**src/assert_macros.svh**
```systemverilog
// Assertion macros used by the RTL file atp_div.
// Define NO_ASSERTIONS to compile them out.
`ifndef ASSERT_MACROS_SVH
`define ASSERT_MACROS_SVH
`ifndef NO_ASSERTIONS
`define ASSERT_NOW(lbl, clk, rst_n, ante, cons, msg) \
    lbl: assert property (@(posedge clk) disable iff (!(rst_n)) (ante) |-> (cons)) \
        else $error(msg);
`define ASSERT_NEXT(lbl, clk, rst_n, ante, cons, msg) \
    lbl: assert property (@(posedge clk) disable iff (!(rst_n)) (ante) |=> (cons)) \
        else $error(msg);
`else
`define ASSERT_NOW(lbl, clk, rst_n, ante, cons, msg)
`define ASSERT_NEXT(lbl, clk, rst_n, ante, cons, msg)
`endif
`endif

```
**src/atp_div.sv**
```systemverilog
// Pipelined restoring divider, one quotient bit per stage, with sideband.
// Uses assert_macros.svh.
`include "assert_macros.svh"
module atp_div #(
    parameter int unsigned NW = 32,
    parameter int unsigned DW = 16,
    parameter int unsigned SW = 8
) (
    input  logic          i_clk,
    input  logic          i_rst_n,
    input  logic          i_valid,
    output logic          o_ready,
    input  logic [NW-1:0] i_num,
    input  logic [DW-1:0] i_den,
    input  logic [SW-1:0] i_side,
    output logic          o_valid,
    input  logic          i_ready,
    output logic [NW-1:0] o_quo,
    output logic [DW-1:0] o_rem,
    output logic [SW-1:0] o_side
);
    logic [NW:0]   r_v;
    logic [NW-1:0] r_a    [0:NW];
    logic [DW-1:0] r_rem  [0:NW];
    logic [DW-1:0] r_den  [0:NW];
    logic [SW-1:0] r_side [0:NW];
    logic [NW+1:0] w_ld;

    assign w_ld[NW+1] = i_ready;

    genvar k;
    generate
        for (k = 0; k <= NW; k++) begin : g_ld
            assign w_ld[k] = !r_v[k] || w_ld[k+1];
        end
    endgenerate

    always_ff @(posedge i_clk) begin
        if (!i_rst_n) begin
            r_v[0] <= 1'b0;
        end else if (w_ld[0]) begin
            r_v[0] <= i_valid;
        end
    end

    always_ff @(posedge i_clk) begin
        if (w_ld[0]) begin
            r_a[0]    <= i_num;
            r_rem[0]  <= '0;
            r_den[0]  <= i_den;
            r_side[0] <= i_side;
        end
    end

    generate
        for (k = 1; k <= NW; k++) begin : g_stage
            logic [DW:0]   n_trial;
            logic [DW:0]   n_diff;
            logic          n_bit;
            logic [DW-1:0] n_rem;

            always_comb begin
                n_trial = {r_rem[k-1], r_a[k-1][NW-1]};
                n_diff  = n_trial - {1'b0, r_den[k-1]};
                n_bit   = n_trial >= {1'b0, r_den[k-1]};
                n_rem   = n_bit ? n_diff[DW-1:0] : n_trial[DW-1:0];
            end

            always_ff @(posedge i_clk) begin
                if (!i_rst_n) begin
                    r_v[k] <= 1'b0;
                end else if (w_ld[k]) begin
                    r_v[k] <= r_v[k-1];
                end
            end

            always_ff @(posedge i_clk) begin
                if (w_ld[k]) begin
                    r_a[k]    <= {r_a[k-1][NW-2:0], n_bit};
                    r_rem[k]  <= n_rem;
                    r_den[k]  <= r_den[k-1];
                    r_side[k] <= r_side[k-1];
                end
            end
        end
    endgenerate

    assign o_ready = w_ld[0];
    assign o_valid = r_v[NW];
    assign o_quo   = r_a[NW];
    assign o_rem   = r_rem[NW];
    assign o_side  = r_side[NW];

    `ASSERT_NOW(a_rem_below_den, i_clk, i_rst_n, r_v[NW] && (r_den[NW] != '0),
        r_rem[NW] < r_den[NW], "remainder not below divisor")
    `ASSERT_NEXT(a_hold_on_stall, i_clk, i_rst_n, r_v[NW] && !i_ready,
        r_v[NW] && $stable(r_a[NW]) && $stable(r_side[NW]), "stalled result changed")
    `ASSERT_NEXT(a_no_loss, i_clk, i_rst_n, r_v[NW-1] && !w_ld[NW],
        r_v[NW-1] && $stable(r_a[NW-1]), "stage lost a transaction")
endmodule
```
**config.mk**
```make
export PLATFORM = sky130hd
export DESIGN_NAME = atp_div
export DESIGN_NICKNAME = d
export VERILOG_FILES = /design/src/atp_div.sv
export VERILOG_INCLUDE_DIRS = /design/src /design/src/src
export SDC_FILE = /design/constraint.sdc
export NUM_CORES = 2
export LEC_CHECK = 0
export BUFFER_PORTS_ARGS = -buffer_cell sky130_fd_sc_hd__clkbuf_2
export CAP_MARGIN = 40
export CELL_PAD_IN_SITES_DETAIL_PLACEMENT = 0
export CELL_PAD_IN_SITES_GLOBAL_PLACEMENT = 1
export CORE_UTILIZATION = 58
export CTS_CLUSTER_SIZE = 10
export DETAILED_ROUTE_END_ITERATION = 12
export GPL_TIMING_DRIVEN = 0
export PLACE_DENSITY = 0.83
export SYNTH_ARGS = -nofsm -noshare
export SYNTH_HDL_FRONTEND = slang
export SYNTH_SLANG_ARGS = --single-unit
export TNS_END_PERCENT = 100
```
**constraint.sdc**
```tcl
create_clock -name i_clk -period 12.6 [get_ports i_clk]
set_input_delay 1.26 -clock i_clk [delete_from_list [all_inputs] [get_ports i_clk]]
set_output_delay 1.26 -clock i_clk [all_outputs]
set_load 0.005 [all_outputs]
```
### After elaboration in Yosys (flattened, before gate mapping)

Memories as Yosys holds them, arrays and structs flattened.
Index checks and enable logic that the tools add are counted.

| cells by class | value |
|---|---|
| add/sub/neg operators | 32 |
| $lt $le $gt $ge | 32 |
| mux-type cells | 98 |
| reduce and logical (&&, ||, !) cells | 66 |

Operators by type and width:

| kind | count |
|---|---|
| $ge A17 B16 Y1 | 32 |
| $mux W16 | 32 |
| $sub A16 B16 Y16 | 32 |
| $mux W1 | 66 |
| $logic_not A1 Y1 | 33 |
| $logic_or A1 B1 Y1 | 33 |

| word-level totals | value |
|---|---|
| bits in registers | 33 |
| bits in writable memories | 2376 |
| input bits | 60 |
| output and inout bits | 58 |
| word-level logic and storage cells | 265 |
| memories | 4 |

Memories:

| memory | depth | width | read ports | clocked after Yosys merged registers in | wr ports | line | source |
|---|---|---|---|---|---|---|---|
| r_a | 33 | 32 | 33 | 0 | 33 | atp_div.sv:23 | `logic [NW-1:0] r_a [0:NW];` |
| r_den | 33 | 16 | 32 | 0 | 33 | atp_div.sv:25 | `logic [DW-1:0] r_den [0:NW];` |
| r_rem | 33 | 16 | 33 | 0 | 33 | atp_div.sv:24 | `logic [DW-1:0] r_rem [0:NW];` |
| r_side | 33 | 8 | 33 | 0 | 33 | atp_div.sv:26 | `logic [SW-1:0] r_side [0:NW];` |

### Longest topological paths before layout

| depth | value |
|---|---|
| depth in word-level cells | 36 |
| gate-level depth with buffers | 13 |
| mapped depth without buffers | 10 |

### Least setup slack after synthesis

Ideal clock, no wire load.

| timing | value |
|---|---|
| path kind | input to register |
| start point | in i_ready |
| end point | mem r_a[9][0], in the netlist r_a[0][288], enable pin |
| setup time | 0.930 ns |
| arrival | 7.823 ns |
| required time | 11.670 ns |
| path slack | 3.848 ns |
| stages | 10 |
| buffers on the path | 1 |
| path through | and3b_1 -> buf_4 -> and2_4 -> nand2_4 -> nor2_8 -> inv_2 -> nor3_4 -> nand3_1 -> nor3_1 -> nand3_1 |

RTL lines:

| item | line | source |
|---|---|---|
| start: declaration | atp_div.sv:17 | `input logic i_ready,` |
| end: declaration | atp_div.sv:23 |  |

### Final worst setup path

| timing | value |
|---|---|
| start point | in i_ready |
| end point | out o_ready |

| on the way | value |
|---|---|
| word-level cells in the longest chain between the ends | 33 |

Ends and longest elaborated chain:

| item | line | source |
|---|---|---|
| $logic_or A1 B1 Y1 (6 in a row) | atp_div.sv:34 | `assign w_ld[k] = !r_v[k] \|\| w_ld[k+1];` |
| named net w_ld[27] | atp_div.sv:27 | `logic [NW+1:0] w_ld;` |
| $logic_or A1 B1 Y1 | atp_div.sv:34 |  |
| named net w_ld[26] | atp_div.sv:27 |  |
| $logic_or A1 B1 Y1 (26 in a row) | atp_div.sv:34 |  |
| end: declaration | atp_div.sv:12 | `output logic o_ready,` |

The timed path passes the listed nets, and every way through them passes these cells.

==> flow_summary.ini <==
[finish]
final_common_cell = edfxtp_1
area_growth_pct = 12.0
fin_cells = 10000
drive_above_1_share = 0.0921
postLayoutCellArea_um2 = 115000
fin_nets = 8220
layout_common_cells = 2344 x edfxtp_1, 702 x inv_1, 543 x o21ai_0
final_util = 0.657

[floorplan]
rows = 153
die_h_um = 423
initial_core_util = 0.587
fp.coreArea_um2 = 175000
die_w_um = 423
ios = 118
die_area_um2 = 179000

[synth]
synth_nets = 7773
yosys_warnings = 0
yosys.area.top_type = edfxtp_1
syn_inst = 7184
synth.distinct_cells = 80
ys_top_cells_by_area = edfxtp_1 69%, ha_1 6.1%, o21ai_0 2.6%, inv_1 2.6%, mux2_2 1.8%
ys_async_sr_fraction = 0
synth_flop_cell = edfxtp_1
syn_avg_cell_area_um2 = 14.3
synth-edff-count = 2344
synth-seq-cells = 2377
synth_top_area_share = 0.686
syn-cell-area_um2 = 103000
ys_seq_area_frac = 0.693

[worst_setup_path]
cp_slowest_cell = nor3_4
cp.required_ns = 11.34
cp-startpoint = i_ready
end_kind = output pin
cp-start-kind = primary input
critPathArrivalTime_ns = 5.49
path_class = in2out
cp_max_fo = 58
max_stage_delay_ns = 0.61
worstReg2RegStart = o_valid
path_cells = clkbuf_2 -> and3b_1 -> buf_4 -> and2_4 -> nand2_4 -> nor2_8 -> inv_4 -> buf_16 -> nor3_4 -> and4_1 -> buf_4 -> and4_1 -> buf_4 -> and4_1 -> inv_2 -> buf_12 -> clkbuf_2

[sta]
rsz0062_at_grt = no
max_freq_ghz = 0.148
fin_worst_skew_ns = 0.0674
hold_violations = 0
setup_viol = 0
final_max_slew_viol_count = 0
finalCritPeriodShare = 0.536
tightest_slew_ns = 0.919
slew-limit-headroom = 0.379
fin_crit_ns = 6.75

[clock_network]
clkLatencyLatePin_ns = 0.92
cts_tree = built
clockRootBuffer = clkbuf_16
clk_pin_slew_ns = 0.06
clock-sinks = 2377
cts.path.max_buffers = 4
cts_resized = 0
htreeDepth = 5
hold_buffers = 0
post-cts-setup-buffer-count = 0
numCtsBuffers = 293

[place]
dpl_cell_area_um2 = 107000
gp_congestion = 0.914
dpl.cell_count = 9661
portBuffers = 117
dp_hpwl_um = 140000

[routing]
via_per_inst = 5.82
wl_per_cell_um = 20.1
ant_nets = 0
drt_iter0_drc = 4790
drcViolationCount = 0
drt-total-wl_um = 201000
dr.pass1.iters = 6
vias = 58300

[global_route]
grt_pass1_wl_um = 314000
grt_start_max_net_pins = 63
grt_pass1_vias = 56800
antenna_found_initial = 2
grt_use_total = 0.224
overflow = 0

[min_path]
min_from = r_a[0][283]
hold_path.class = reg2reg

[job]
drv_cap = 0

[status]
status = finished, final reports clean

[power]
power.total_uw = 24400
peakVddDrop_v = 0.000196
p_leak_uw = 0.0462
power_density_nw_per_um2 = 213
## cell usage after synthesis (all sizes together), types with 58 or more instances
cell       n
xor2     113
nand4    106
nor2     393
nand2    369
mux2i     58
a211oi    71
ha       498
inv      713
o21a      99
nand3     81
mux2     161
nor3     120
a21o      59
xnor2    161
nand2b   103
a21oi    287
nor2b     86
o21ai    543
a31oi     64
edfxtp  2344
## power breakdown
part | internal [uW] | total (uW) | switching, uW
Combinational | 2740 | 6380 | 3640
Clock | 4220 | 7070 | 2860
Sequential | 10300 | 11000 | 629
Total | 17300 | 24400 | 7130
## sequential cells by signal, summed over array words and instances, names as in the netlist
register / count
o_valid: 1
r_rem: 512
r_side: 264
r_den: 512
r_v: 32
r_a: 1056
## kinds of logic (layout without fill, tap and decap cells)
family | after synthesis | in the layout | share of synthesized area
xor+xnor | 274 | 274 | 0.0234
buf+inv | 800 | 1314 | 0.0297
fa+ha+maj | 529 | 529 | 0.0668
compound gates | 1507 | 1507 | 0.0934
mux | 219 | 219 | 0.0233
simple gates | 1478 | 1478 | 0.0709
flops | 2377 | 2377 | 0.693
other cells | 0 | 1 | 0
## final cells by class
class | instances | area [um^2]
well taps | 2325 | 2910
fillers | 12400 | 59900
flip-flops and latches | 2377 | 71000
multi-input cells | 4007 | 28700
repair buffers | 152 | 1430
clock buffers | 341 | 7580
clock inverters | 21 | 176
plain buffers | 87 | 370
inverters | 713 | 2700
diodes | 1 | 2.50
## path summary, 6_finish.rpt
kind,to,slack (ns),cells after the start
worst max-delay path,o_ready,5.85,17
worst min-delay path,r_a[0][316],0.37,0
worst max register to register,r_a[0][293],7.49,13
worst min register to register,r_a[0][316],0.37,0
## worst max-delay path, delay by kind of cell
family	cells	cell delay, ns
buffers and inverters	9	1.78
and+or+nand+nor	8	2.40
## per-layer routing
metal	share of wire	wire length, um	track usage	vias up
met2	0.48	97200	0.367	1590
met5	0	0	0	-
met1	0.44	89100	0.312	28500
met3	0.050	10000	0.0316	356
met4	0.026	5230	0.0696	0
li1	-	-	-	27900
## per-stage QoR
stage	worst slack (ns)	setup TNS (ns)	hold slack (ns)
2_1_floorplan	3.85	0	0.400
3_3_place_gp	-0.0817	-5.47	0.400
3_5_place_dp	5.90	0	0.405
4_1_cts	5.76	0	0.365
5_1_grt	5.59	0	0.372
6_report	5.85	0	0.373
(Power assumes the default switching activity.)
